`config.mk`:
```
export PLATFORM = sky130hd
export DESIGN_NAME = segment_velocity_profiler
export DESIGN_NICKNAME = d
export VERILOG_FILES = /design/src/hdl/svp_pkg.sv /design/src/hdl/svp_mul.sv /design/src/hdl/svp_isqrt.sv /design/src/hdl/svp_div.sv /design/src/hdl/segment_velocity_profiler.sv
export SDC_FILE = /design/constraint.sdc
export NUM_CORES = 2
export LEC_CHECK = 0
export BUFFER_PORTS_ARGS = -buffer_cell sky130_fd_sc_hd__buf_2
export CAP_MARGIN = 0
export CORE_ASPECT_RATIO = 1.5
export CORE_MARGIN = 2
export CORE_UTILIZATION = 65
export CTS_BUF_LIST = sky130_fd_sc_hd__clkbuf_4 sky130_fd_sc_hd__clkbuf_8 sky130_fd_sc_hd__clkbuf_16
export DETAILED_ROUTE_END_ITERATION = 10
export GPL_ROUTABILITY_DRIVEN = 1
export PLACE_DENSITY_LB_ADDON = 0.1
export SLEW_MARGIN = 20
export SYNTH_ARGS = -nofsm -noshare
export SYNTH_HDL_FRONTEND = slang
export SYNTH_HIERARCHICAL = 1
export SYNTH_SLANG_ARGS = --single-unit
```
`constraint.sdc`:
```
create_clock -name clock -period 10 [get_ports clock]
set_input_delay 1.5 -clock clock [delete_from_list [all_inputs] [get_ports clock]]
set_output_delay 1.5 -clock clock [all_outputs]
set_load 0.03 [all_outputs]
```
`src/hdl/svp_pkg.sv`:
```
// shared widths, codes, constants and beat types of the segment velocity profiler
package svp_pkg;

   localparam int COORD_BITS     = 16;
   localparam int DIST_FRAC_BITS = 8;

   // register field widths
   localparam int ACC_W  = 12;
   localparam int SEG_W  = 16;
   localparam int GAIN_W = 10;
   localparam int OFF_W  = 10;
   localparam int SPD_W  = 12;
   localparam int HEAD_W = 9;
   localparam int STEP_W = 9;
   localparam int LINE_W = 2;
   localparam int PH_W   = 2;

   // configuration port
   localparam int CSR_IDX_W  = 3;
   localparam int CSR_DATA_W = SEG_W;

   localparam logic [CSR_IDX_W-1:0] REG_ACCEL  = 3'd0;
   localparam logic [CSR_IDX_W-1:0] REG_SEGLEN = 3'd1;
   localparam logic [CSR_IDX_W-1:0] REG_GAIN   = 3'd2;
   localparam logic [CSR_IDX_W-1:0] REG_OFFSET = 3'd3;
   localparam logic [CSR_IDX_W-1:0] REG_CRUISE = 3'd4;
   localparam logic [CSR_IDX_W-1:0] REG_TURNSPD = 3'd5;
   localparam logic [CSR_IDX_W-1:0] REG_STEP   = 3'd6;

   localparam logic [ACC_W-1:0]  RST_ACCEL   = 12'd300;
   localparam logic [SEG_W-1:0]  RST_SEGLEN  = 16'd890;
   localparam logic [GAIN_W-1:0] RST_GAIN    = 10'd100;
   localparam logic [OFF_W-1:0]  RST_OFFSET  = 10'd20;
   localparam logic [SPD_W-1:0]  RST_CRUISE  = 12'd220;
   localparam logic [SPD_W-1:0]  RST_TURNSPD = 12'd100;
   localparam logic [STEP_W-1:0] RST_STEP    = 9'd90;

   // phase and line codes
   localparam logic [PH_W-1:0] PH_ACCEL  = 2'd0;
   localparam logic [PH_W-1:0] PH_CRUISE = 2'd1;
   localparam logic [PH_W-1:0] PH_DECEL  = 2'd2;
   localparam logic [PH_W-1:0] PH_TURN   = 2'd3;

   localparam logic [LINE_W-1:0] LINE_SEEN  = 2'd0;
   localparam logic [LINE_W-1:0] LINE_NONE  = 2'd1;
   localparam logic [LINE_W-1:0] LINE_AMBIG = 2'd2;

   localparam logic MODE_TRACK = 1'b0;
   localparam logic MODE_TURN  = 1'b1;

   localparam logic [SPD_W-1:0]  SPEED_MAX = {SPD_W{1'b1}};
   localparam logic [HEAD_W:0]   DEG_FULL  = 10'd360;
   localparam logic [HEAD_W:0]   DEG_TWICE = 10'd720;

   // derived datapath widths
   localparam int MAG_W     = COORD_BITS + 1;
   localparam int D2_W      = 2 * MAG_W;
   localparam int SQ_IN_W   = D2_W + 2 * DIST_FRAC_BITS;
   localparam int SQ_OUT_W  = SQ_IN_W / 2;
   localparam int T_W       = SEG_W + DIST_FRAC_BITS;
   localparam int NUM_W     = T_W + 2 + DIST_FRAC_BITS;
   localparam int R_W       = (NUM_W + 1) / 2;
   localparam int MUL_W0    = (MAG_W > R_W) ? MAG_W : R_W;
   localparam int MUL_W1    = (MUL_W0 > SEG_W) ? MUL_W0 : SEG_W;
   localparam int MUL_W     = (MUL_W1 > GAIN_W) ? MUL_W1 : GAIN_W;
   localparam int P_W       = 2 * MUL_W;
   localparam int SQ_CNT_W  = $clog2(SQ_OUT_W + 1);
   localparam int DIV_CNT_W = $clog2(NUM_W + 1);

   typedef struct packed {
      logic                         sample_ok;
      logic signed [COORD_BITS-1:0] pos_x_mm;
      logic signed [COORD_BITS-1:0] pos_y_mm;
      logic [LINE_W-1:0]            line_status;
   } svp_req_type;

   typedef struct packed {
      logic              drive_mode;
      logic [HEAD_W-1:0] heading_deg;
      logic [SPD_W-1:0]  speed_cmd;
      logic [PH_W-1:0]   phase;
   } svp_rsp_type;

endpackage

```
`src/hdl/svp_mul.sv`:
```
// shared unsigned multiplier with registered product
module svp_mul (
   input  logic                     clock,
   input  logic [svp_pkg::MUL_W-1:0] a,
   input  logic [svp_pkg::MUL_W-1:0] b,
   output logic [svp_pkg::P_W-1:0]   p
);
   import svp_pkg::*;

   logic [P_W-1:0] p_ff;
   logic [P_W-1:0] p_in;

   assign p_in = P_W'(a) * P_W'(b);
   assign p    = p_ff;

   always_ff @(posedge clock) begin
      p_ff <= p_in;
   end

endmodule

```
`src/hdl/svp_isqrt.sv`:
```
// iterative integer square root, one result bit per cycle
module svp_isqrt (
   input  logic                        clock,
   input  logic                        reset,
   input  logic                        start,
   input  logic [svp_pkg::SQ_IN_W-1:0]  operand,
   output logic                        done,
   output logic [svp_pkg::SQ_OUT_W-1:0] root
);
   import svp_pkg::*;

   logic [SQ_IN_W-1:0]  val_ff;
   logic [SQ_OUT_W+1:0] rem_ff;
   logic [SQ_OUT_W-1:0] root_ff;
   logic [SQ_CNT_W-1:0] cnt_ff;
   logic                busy_ff;
   logic                done_ff;

   logic [SQ_OUT_W+1:0] rem_sh;
   logic [SQ_OUT_W+1:0] trial;
   logic                fits;

   // bring down the next two bits and try root*4+1
   assign rem_sh = {rem_ff[SQ_OUT_W-1:0], val_ff[SQ_IN_W-1 -: 2]};
   assign trial  = {root_ff, 2'b01};
   assign fits   = (rem_sh >= trial);

   assign done = done_ff;
   assign root = root_ff;

   always_ff @(posedge clock) begin
      if (reset) begin
         busy_ff <= 1'b0;
         done_ff <= 1'b0;
         cnt_ff  <= '0;
      end else begin
         done_ff <= 1'b0;
         if (start) begin
            val_ff  <= operand;
            rem_ff  <= '0;
            root_ff <= '0;
            cnt_ff  <= SQ_CNT_W'(SQ_OUT_W);
            busy_ff <= 1'b1;
         end else if (busy_ff) begin
            val_ff  <= val_ff << 2;
            rem_ff  <= fits ? (rem_sh - trial) : rem_sh;
            root_ff <= {root_ff[SQ_OUT_W-2:0], fits};
            cnt_ff  <= cnt_ff - 1'b1;
            if (cnt_ff == SQ_CNT_W'(1)) begin
               busy_ff <= 1'b0;
               done_ff <= 1'b1;
            end
         end
      end
   end

endmodule

```
`src/hdl/svp_div.sv`:
```
// restoring divider for the ramp quotient, one quotient bit per cycle
module svp_div (
   input  logic                      clock,
   input  logic                      reset,
   input  logic                      start,
   input  logic [svp_pkg::NUM_W-1:0] num,
   input  logic [svp_pkg::ACC_W-1:0] den,
   output logic                      done,
   output logic [svp_pkg::NUM_W-1:0] quo
);
   import svp_pkg::*;

   logic [NUM_W-1:0]     quo_ff;
   logic [ACC_W-1:0]     rem_ff;
   logic [ACC_W-1:0]     den_ff;
   logic [DIV_CNT_W-1:0] cnt_ff;
   logic                 busy_ff;
   logic                 done_ff;

   logic [ACC_W:0] rs;
   logic [ACC_W:0] sub;
   logic           ge;

   assign rs  = {rem_ff, quo_ff[NUM_W-1]};
   assign sub = rs - {1'b0, den_ff};
   assign ge  = (rs >= {1'b0, den_ff});

   assign done = done_ff;
   assign quo  = quo_ff;

   always_ff @(posedge clock) begin
      if (reset) begin
         busy_ff <= 1'b0;
         done_ff <= 1'b0;
         cnt_ff  <= '0;
      end else begin
         done_ff <= 1'b0;
         if (start) begin
            quo_ff  <= num;
            rem_ff  <= '0;
            den_ff  <= den;
            cnt_ff  <= DIV_CNT_W'(NUM_W);
            busy_ff <= 1'b1;
         end else if (busy_ff) begin
            quo_ff <= {quo_ff[NUM_W-2:0], ge};
            rem_ff <= ge ? sub[ACC_W-1:0] : rs[ACC_W-1:0];
            cnt_ff <= cnt_ff - 1'b1;
            if (cnt_ff == DIV_CNT_W'(1)) begin
               busy_ff <= 1'b0;
               done_ff <= 1'b1;
            end
         end
      end
   end

endmodule

```
`src/hdl/segment_velocity_profiler.sv`:
```
// top level: sequencer, state and configuration of the segment velocity profiler
//
// Takes one odometry beat on req_* (position, line status, sample_ok) and gives
// one drive command beat on rsp_* for each beat with sample_ok set; a beat with
// sample_ok clear is taken and dropped, so such beats can be taken every cycle.
// req_stall is high while a sample is being worked on: one sample at a time passes
// through a shared multiplier, a bit-serial square root and a bit-serial divider
// under a small sequencer.
// Cruise, turn and overshoot samples go from acceptance through distance set-up
// and phase selection straight to the output register; ramp samples also pass
// through two square roots and one division, then gain scaling, before that.
// The sequencer returns to idle as the result is loaded and rsp_valid rises, so
// the next sample can be taken as soon as rsp_valid is high; one sample at a time
// is worked on.
// The result sits in an output register; a new sample is taken while it waits,
// and a finished result that finds the register still stalled holds until
// rsp_stall drops.
// csr_we writes register csr_index from csr_wdata; write only while idle.
// Synchronous reset loads the register defaults, puts the turn point at the
// origin with heading zero and empties the output register.
module segment_velocity_profiler (
   input  logic                           clock,
   input  logic                           reset,
   input  logic                           req_valid,
   output logic                           req_stall,
   input  svp_pkg::svp_req_type           req_data,
   output logic                           rsp_valid,
   input  logic                           rsp_stall,
   output svp_pkg::svp_rsp_type           rsp_data,
   input  logic                           csr_we,
   input  logic [svp_pkg::CSR_IDX_W-1:0]  csr_index,
   input  logic [svp_pkg::CSR_DATA_W-1:0] csr_wdata
);
   import svp_pkg::*;

   localparam logic [3:0] S_IDLE  = 4'd0;
   localparam logic [3:0] S_DIFF  = 4'd1;
   localparam logic [3:0] S_MDX   = 4'd2;
   localparam logic [3:0] S_MDY   = 4'd3;
   localparam logic [3:0] S_MACC  = 4'd4;
   localparam logic [3:0] S_MLEN  = 4'd5;
   localparam logic [3:0] S_MDIFF = 4'd6;
   localparam logic [3:0] S_CLASS = 4'd7;
   localparam logic [3:0] S_SQ1   = 4'd8;
   localparam logic [3:0] S_DIV   = 4'd9;
   localparam logic [3:0] S_SQ2   = 4'd10;
   localparam logic [3:0] S_MGAIN = 4'd11;
   localparam logic [3:0] S_SPEED = 4'd12;
   localparam logic [3:0] S_FIN   = 4'd13;

   // configuration
   logic [ACC_W-1:0]  accel_ff;
   logic [SEG_W-1:0]  seglen_ff;
   logic [GAIN_W-1:0] gain_ff;
   logic [OFF_W-1:0]  offset_ff;
   logic [SPD_W-1:0]  cruise_ff;
   logic [SPD_W-1:0]  turnspd_ff;
   logic [STEP_W-1:0] step_ff;

   // profile state
   logic signed [COORD_BITS-1:0] tpx_ff;
   logic signed [COORD_BITS-1:0] tpy_ff;
   logic [HEAD_W-1:0]            heading_ff;

   // sample working registers
   logic [3:0]                   state_ff;
   logic [3:0]                   state_in;
   logic signed [COORD_BITS-1:0] x_ff;
   logic signed [COORD_BITS-1:0] y_ff;
   logic [LINE_W-1:0]            ls_ff;
   logic [MAG_W-1:0]             dx_ff;
   logic [MAG_W-1:0]             dy_ff;
   logic [P_W-1:0]               d2_ff;
   logic [P_W-1:0]               acc2_ff;
   logic [P_W-1:0]               len2_ff;
   logic [PH_W-1:0]              ph_ff;
   svp_rsp_type                  res_ff;

   logic        rsp_valid_ff;
   svp_rsp_type rsp_data_ff;

   // shared units
   logic [MUL_W-1:0]    mul_a;
   logic [MUL_W-1:0]    mul_b;
   logic [P_W-1:0]      mul_p;
   logic                sq_start;
   logic [SQ_IN_W-1:0]  sq_operand;
   logic                sq_done;
   logic [SQ_OUT_W-1:0] sq_root;
   logic                div_start;
   logic [NUM_W-1:0]    div_num;
   logic [ACC_W-1:0]    div_den;
   logic                div_done;
   logic [NUM_W-1:0]    div_quo;

   // combinational helpers
   logic                    req_accept;
   logic signed [MAG_W-1:0] dx_s;
   logic signed [MAG_W-1:0] dy_s;
   logic signed [SEG_W:0]   diff_s;
   logic                    lt_acc;
   logic                    gt_diff;
   logic                    ge_len;
   logic                    lost;
   logic [PH_W-1:0]         ph_sel;
   logic [HEAD_W:0]         head_sum;
   logic [HEAD_W-1:0]       head_next;
   logic [T_W-1:0]          dfx;
   logic [T_W-1:0]          lfx;
   logic [T_W-1:0]          ramp_t;
   logic [P_W-DIST_FRAC_BITS:0] spd_sum;
   logic [SPD_W-1:0]        spd_sat;
   logic                    out_load;

   svp_mul u_mul (
      .clock (clock),
      .a     (mul_a),
      .b     (mul_b),
      .p     (mul_p)
   );

   svp_isqrt u_isqrt (
      .clock   (clock),
      .reset   (reset),
      .start   (sq_start),
      .operand (sq_operand),
      .done    (sq_done),
      .root    (sq_root)
   );

   svp_div u_div (
      .clock (clock),
      .reset (reset),
      .start (div_start),
      .num   (div_num),
      .den   (div_den),
      .done  (div_done),
      .quo   (div_quo)
   );

   assign req_stall  = (state_ff != S_IDLE);
   assign req_accept = req_valid && !req_stall;
   assign rsp_valid  = rsp_valid_ff;
   assign rsp_data   = rsp_data_ff;

   // distance components as magnitudes
   assign dx_s = MAG_W'(x_ff) - MAG_W'(tpx_ff);
   assign dy_s = MAG_W'(y_ff) - MAG_W'(tpy_ff);
   assign diff_s = $signed({1'b0, seglen_ff}) - $signed((SEG_W + 1)'(accel_ff));

   // phase selection, squared distances compared exactly
   assign lt_acc  = (d2_ff < acc2_ff);
   assign gt_diff = diff_s[SEG_W] || (d2_ff > mul_p);
   assign ge_len  = (d2_ff >= len2_ff);
   assign lost    = (ls_ff == LINE_NONE) || (ls_ff == LINE_AMBIG);
   always_comb begin
      if (ge_len && lost) begin
         ph_sel = PH_TURN;
      end else if (lt_acc) begin
         ph_sel = PH_ACCEL;
      end else if (gt_diff) begin
         ph_sel = PH_DECEL;
      end else begin
         ph_sel = PH_CRUISE;
      end
   end

   // heading + step modulo 360, the sum stays below twice 360 plus a step
   assign head_sum = (HEAD_W + 1)'(heading_ff) + (HEAD_W + 1)'(step_ff);
   always_comb begin
      if (head_sum >= DEG_TWICE) begin
         head_next = HEAD_W'(head_sum - DEG_TWICE);
      end else if (head_sum >= DEG_FULL) begin
         head_next = HEAD_W'(head_sum - DEG_FULL);
      end else begin
         head_next = HEAD_W'(head_sum);
      end
   end

   // ramp operand: fixed-point distance or distance left in the segment
   assign dfx    = T_W'(sq_root);
   assign lfx    = T_W'(seglen_ff) << DIST_FRAC_BITS;
   assign ramp_t = (ph_ff == PH_ACCEL) ? dfx : (lfx - dfx);

   assign sq_start   = (state_ff == S_CLASS && ph_sel != PH_TURN && ph_sel != PH_CRUISE
                        && !ge_len) || (state_ff == S_DIV && div_done);
   assign sq_operand = (state_ff == S_CLASS) ?
                       (SQ_IN_W'(d2_ff[D2_W-1:0]) << (2 * DIST_FRAC_BITS)) :
                       SQ_IN_W'(div_quo);

   assign div_start = (state_ff == S_SQ1) && sq_done;
   assign div_num   = NUM_W'(ramp_t) << (DIST_FRAC_BITS + 2);
   assign div_den   = (accel_ff == '0) ? ACC_W'(1) : accel_ff;

   // multiplier operands by step
   always_comb begin
      case (state_ff)
         S_MDX: begin
            mul_a = MUL_W'(dx_ff);
            mul_b = MUL_W'(dx_ff);
         end
         S_MDY: begin
            mul_a = MUL_W'(dy_ff);
            mul_b = MUL_W'(dy_ff);
         end
         S_MACC: begin
            mul_a = MUL_W'(accel_ff);
            mul_b = MUL_W'(accel_ff);
         end
         S_MLEN: begin
            mul_a = MUL_W'(seglen_ff);
            mul_b = MUL_W'(seglen_ff);
         end
         S_MDIFF: begin
            mul_a = MUL_W'(diff_s[SEG_W-1:0]);
            mul_b = MUL_W'(diff_s[SEG_W-1:0]);
         end
         S_MGAIN: begin
            mul_a = MUL_W'(gain_ff);
            mul_b = MUL_W'(sq_root[R_W-1:0]);
         end
         default: begin
            mul_a = '0;
            mul_b = '0;
         end
      endcase
   end

   // gain * root scaled down, offset on acceleration, saturated
   always_comb begin
      spd_sum = (P_W - DIST_FRAC_BITS + 1)'(mul_p >> DIST_FRAC_BITS);
      if (ph_ff == PH_ACCEL) begin
         spd_sum = spd_sum + (P_W - DIST_FRAC_BITS + 1)'(offset_ff);
      end
      if (spd_sum > (P_W - DIST_FRAC_BITS + 1)'(SPEED_MAX)) begin
         spd_sat = SPEED_MAX;
      end else begin
         spd_sat = spd_sum[SPD_W-1:0];
      end
   end

   assign out_load = (state_ff == S_FIN) && (!rsp_valid_ff || !rsp_stall);

   always_comb begin
      state_in = state_ff;
      case (state_ff)
         S_IDLE: begin
            if (req_accept && req_data.sample_ok) begin
               state_in = S_DIFF;
            end
         end
         S_DIFF:  state_in = S_MDX;
         S_MDX:   state_in = S_MDY;
         S_MDY:   state_in = S_MACC;
         S_MACC:  state_in = S_MLEN;
         S_MLEN:  state_in = S_MDIFF;
         S_MDIFF: state_in = S_CLASS;
         S_CLASS: begin
            if (sq_start) begin
               state_in = S_SQ1;
            end else begin
               state_in = S_FIN;
            end
         end
         S_SQ1: begin
            if (sq_done) begin
               state_in = S_DIV;
            end
         end
         S_DIV: begin
            if (div_done) begin
               state_in = S_SQ2;
            end
         end
         S_SQ2: begin
            if (sq_done) begin
               state_in = S_MGAIN;
            end
         end
         S_MGAIN: state_in = S_SPEED;
         S_SPEED: state_in = S_FIN;
         S_FIN: begin
            if (out_load) begin
               state_in = S_IDLE;
            end
         end
         default: state_in = S_IDLE;
      endcase
   end

   // configuration registers
   always_ff @(posedge clock) begin
      if (reset) begin
         accel_ff   <= RST_ACCEL;
         seglen_ff  <= RST_SEGLEN;
         gain_ff    <= RST_GAIN;
         offset_ff  <= RST_OFFSET;
         cruise_ff  <= RST_CRUISE;
         turnspd_ff <= RST_TURNSPD;
         step_ff    <= RST_STEP;
      end else if (csr_we) begin
         case (csr_index)
            REG_ACCEL:   accel_ff   <= csr_wdata[ACC_W-1:0];
            REG_SEGLEN:  seglen_ff  <= csr_wdata[SEG_W-1:0];
            REG_GAIN:    gain_ff    <= csr_wdata[GAIN_W-1:0];
            REG_OFFSET:  offset_ff  <= csr_wdata[OFF_W-1:0];
            REG_CRUISE:  cruise_ff  <= csr_wdata[SPD_W-1:0];
            REG_TURNSPD: turnspd_ff <= csr_wdata[SPD_W-1:0];
            REG_STEP:    step_ff    <= csr_wdata[STEP_W-1:0];
            default: ;
         endcase
      end
   end

   // sequencer, profile state and output register
   always_ff @(posedge clock) begin
      if (reset) begin
         state_ff     <= S_IDLE;
         tpx_ff       <= '0;
         tpy_ff       <= '0;
         heading_ff   <= '0;
         rsp_valid_ff <= 1'b0;
      end else begin
         state_ff <= state_in;
         if (out_load) begin
            rsp_valid_ff <= 1'b1;
         end else if (!rsp_stall) begin
            rsp_valid_ff <= 1'b0;
         end
         if (state_ff == S_CLASS && ph_sel == PH_TURN) begin
            heading_ff <= head_next;
            tpx_ff     <= x_ff;
            tpy_ff     <= y_ff;
         end
      end
   end

   // sample datapath
   always_ff @(posedge clock) begin
      if (out_load) begin
         rsp_data_ff <= res_ff;
      end
      case (state_ff)
         S_IDLE: begin
            if (req_accept) begin
               x_ff  <= req_data.pos_x_mm;
               y_ff  <= req_data.pos_y_mm;
               ls_ff <= req_data.line_status;
            end
         end
         S_DIFF: begin
            dx_ff <= dx_s[MAG_W-1] ? MAG_W'(-dx_s) : MAG_W'(dx_s);
            dy_ff <= dy_s[MAG_W-1] ? MAG_W'(-dy_s) : MAG_W'(dy_s);
         end
         S_MDY:   d2_ff   <= mul_p;
         S_MACC:  d2_ff   <= d2_ff + mul_p;
         S_MLEN:  acc2_ff <= mul_p;
         S_MDIFF: len2_ff <= mul_p;
         S_CLASS: begin
            ph_ff        <= ph_sel;
            res_ff.phase <= ph_sel;
            if (ph_sel == PH_TURN) begin
               res_ff.drive_mode  <= MODE_TURN;
               res_ff.heading_deg <= head_next;
               res_ff.speed_cmd   <= turnspd_ff;
            end else begin
               res_ff.drive_mode  <= MODE_TRACK;
               res_ff.heading_deg <= heading_ff;
               // overshoot with the line still present stops the robot
               res_ff.speed_cmd   <= (ph_sel == PH_CRUISE) ? cruise_ff : '0;
            end
         end
         S_SPEED: res_ff.speed_cmd <= spd_sat;
         default: ;
      endcase
   end

endmodule
```
==> run summary <==
Critical Path Fanout Max = 17
Layout cells sized above 1 = 8.77%
Pleak = 0.0194 µW
Vias per std cell = 6.04
Unrepaired setup endpoints after global routing = no
Critical path startpoint category = register
Yosys reg bits = 552
Setup bufs post-CTS = 0
Top cells by area, synth = edfxtp_1 (27%), ha_1 (11%), fa_1 (11%)
Vias in the first global route = 32600
CP max stage cell = nand4_1
Highest-count cells in the layout ignoring fill and taps = nand2_1 (684), inv_1 (546), edfxtp_1 (376)
Clk sinks = 552
Dpl cell area = 0.0430 mm²
Max Used Layer = met4
Status = complete, no violations
GR Util All Layers = 34.2%
Commonest non-fill, non-tap cell in the layout = nand2_1
Drt total wl = 112000 µm
Max Clk Rate = 114 MHz
Full die area = 0.0663 mm²
Final setup margin = 1.20 ns
Register area share after synthesis = 35.5%
Setup Slack @ Placement = 1.40 ns
Post-synth top area share = 27.0%
Cts hold-fix bufs = 0
Max Root-Sink Buffers = 3
Grt ovf = 0
Initial antenna violation count = 0
Fin crit share = 88.0%
Area grow syn2layout = 7.55%
Largest net degree at the start of global routing = 84
Most common cell on crit path = fa_1
Async set-reset flop share out of synthesis = 0%
IR drop worst, VDD = 0.149 mV
Area leader, netlist = edfxtp_1
Minimum clock period = 8.80 ns
Met1 Routed Length = 40900 µm
WL per Instance = 21.0 µm
Core Area = 0.0635 mm²
Clock skew = 0.0329 ns
Placer Congestion = 0.970
Worst setup EP type = register
Synth unique cells = 108
Clk slew on worst S/H paths = 0.07 ns
CTS root buf = clkbuf_16
WP data required = 10.55 ns
Number of flops mapped to enable cells by yosys = 376
Syn_area_per_cell = 9.40 µm²
Routed Antenna Nets = 0
Max Cap Viol = 0
PortBufs = 84
Worst slew pin tran = 1.04 ns
Worst skew pair latency = 0.64 ns
Initial Util = 65.8%
Die X = 211 µm
Synth warn = 6
Dominant synthesized flop cell = edfxtp_1
Die H = 314 µm
HP Class = register to register
Cts bufs inserted = 55
TritonCTS clock tree = built
Slew Viols, Final = 0
First-pass iteration count of the detailed router = 5
Nets = 5145
# setup viols final = 0
Cell area after layout = 0.0449 mm²
Met3 WL = 6680 µm
First-pass GRT wire length = 175000 µm
Crit-path max cell delay = 0.66 ns
WP data arrival = 9.35 ns
# resized after CTS = 0
CP Class = register to register
Routed length on met2 = 55500 µm
Post-DP HPWL = 85100 µm
Number of placed I/O pins = 85
# rows = 113
Syn Inst Count = 4443
Pwr Density = 127 mW/mm²
H-tree depth = 2
Setup TNS Final = 0 ns
Normalized max-slew margin = 30.6%
Number of DRC markers in iteration 0 = 2187
Via Count = 32200
DRC Markers = 0
Post-Syn Area = 0.0418 mm²
Final Hold Fails = 0
## path summary, 6_finish.rpt
path / startpoint / endpoint / slack, ns / cells past startpoint
worst min-delay path: res_ff[18]$_DFFE_PP_ / rsp_data[18]$_DFFE_PP_ / 0.41 / 0
worst min register to register: res_ff[18]$_DFFE_PP_ / rsp_data[18]$_DFFE_PP_ / 0.41 / 0
worst max register to register: accel_ff[1]$_SDFFE_PP0P_ / u_mul/p[29]$_DFF_P_ / 1.20 / 30
worst max-delay path: accel_ff[1]$_SDFFE_PP0P_ / u_mul/p[29]$_DFF_P_ / 1.20 / 30
## worst max-delay path: cells and delay by family (launching register included)
| family | cells | cell delay, ns |
|---|---|---|
| flops | 1 | 0.38 |
| xor+xnor | 1 | 0.14 |
| buf+inv | 3 | 0.20 |
| compound gates | 10 | 1.92 |
| fa+ha+maj | 8 | 3.55 |
| simple gates | 8 | 2.50 |
## power by group
| group | switching, µW | leakage, µW | internal [µW] |
|---|---|---|---|
| Combinational | 611 | 0.0135 | 318 |
| Sequential | 94.7 | 0.00491 | 2550 |
| Clock | 923 | 0.000947 | 1220 |
## Yosys cell counts, types with 21 or more instances
cell type and instances:
inv_1 547, o211ai_1 23, nand4_1 31, nor3_1 61
dfxtp_1 176, nor2b_1 37, nand2_1 685, a31oi_1 24
xor2_1 71, a211oi_1 25, a21oi_1 283, fa_1 231
nand2b_1 26, o21bai_1 28, xnor2_1 114, mux2_2 86
and3_1 24, nor2_1 232, o21ai_1 21, clkbuf_1 145
nand3b_1 28, nand3_1 69, o21ai_0 151, edfxtp_1 376
and2_1 169, ha_1 372, a21o_1 82, o21a_1 29
## per-layer routing
| layer | up-vias | track usage (%) |
|---|---|---|
| li1 | 15200 | - |
| met1 | 15600 | 38.9 |
| met2 | 1111 | 59.8 |
| met3 | 371 | 4.15 |
| met4 | 0 | 23.5 |
| met5 | - | 0 |
## stage by stage
stage,total power [µW],cells,utilization (%),hold slack [ns]
2_1_floorplan,3270,4452,-,0.400
3_3_place_gp,3580,5231,67.8,0.402
3_5_place_dp,3600,5231,67.8,0.405
4_1_cts,5710,5334,70.7,0.419
5_1_grt,5910,5334,70.7,0.416
6_report,5710,5335,70.7,0.406
## cell type report
cell class                      instances  area, µm²
Antenna cell                            1       2.50
Fill cell                            5008      18600
Clock inverter                         24        201
Multi-Input combinational cell       3193      24400
Sequential cell                       552      14800
Timing Repair Buffer                  133        791
Clock buffer                           79       1670
Tap cell                              805       1010
Inverter                              548       2060
## sequential cells by signal (all words and copies together) (netlist names), 25 cells and up
signal / cells
acc2_ff: 34
d2_ff: 34
len2_ff: 34
u_div/quo: 34
u_isqrt/rem_ff: 25
u_isqrt/root: 25
u_isqrt/val_ff: 50
u_mul/p: 34
## kinds of logic (layout without fill, tap and decap cells)
kind of cell / after synthesis / in the layout / share of synthesized area [%]
and+or+nand+nor: 1440 / 1440 / 16.0
xor gates and xnor gates: 185 / 185 / 3.88
DFF: 552 / 552 / 35.5
muxes: 102 / 102 / 2.71
adders and majority gates: 603 / 603 / 22.2
AOI/OAI and AO/OA: 853 / 853 / 13.2
other: 1 / 11 / 0.00898
buffers and inverters: 707 / 784 / 6.44
No activity file was read; power rests on OpenSTA's default activity.
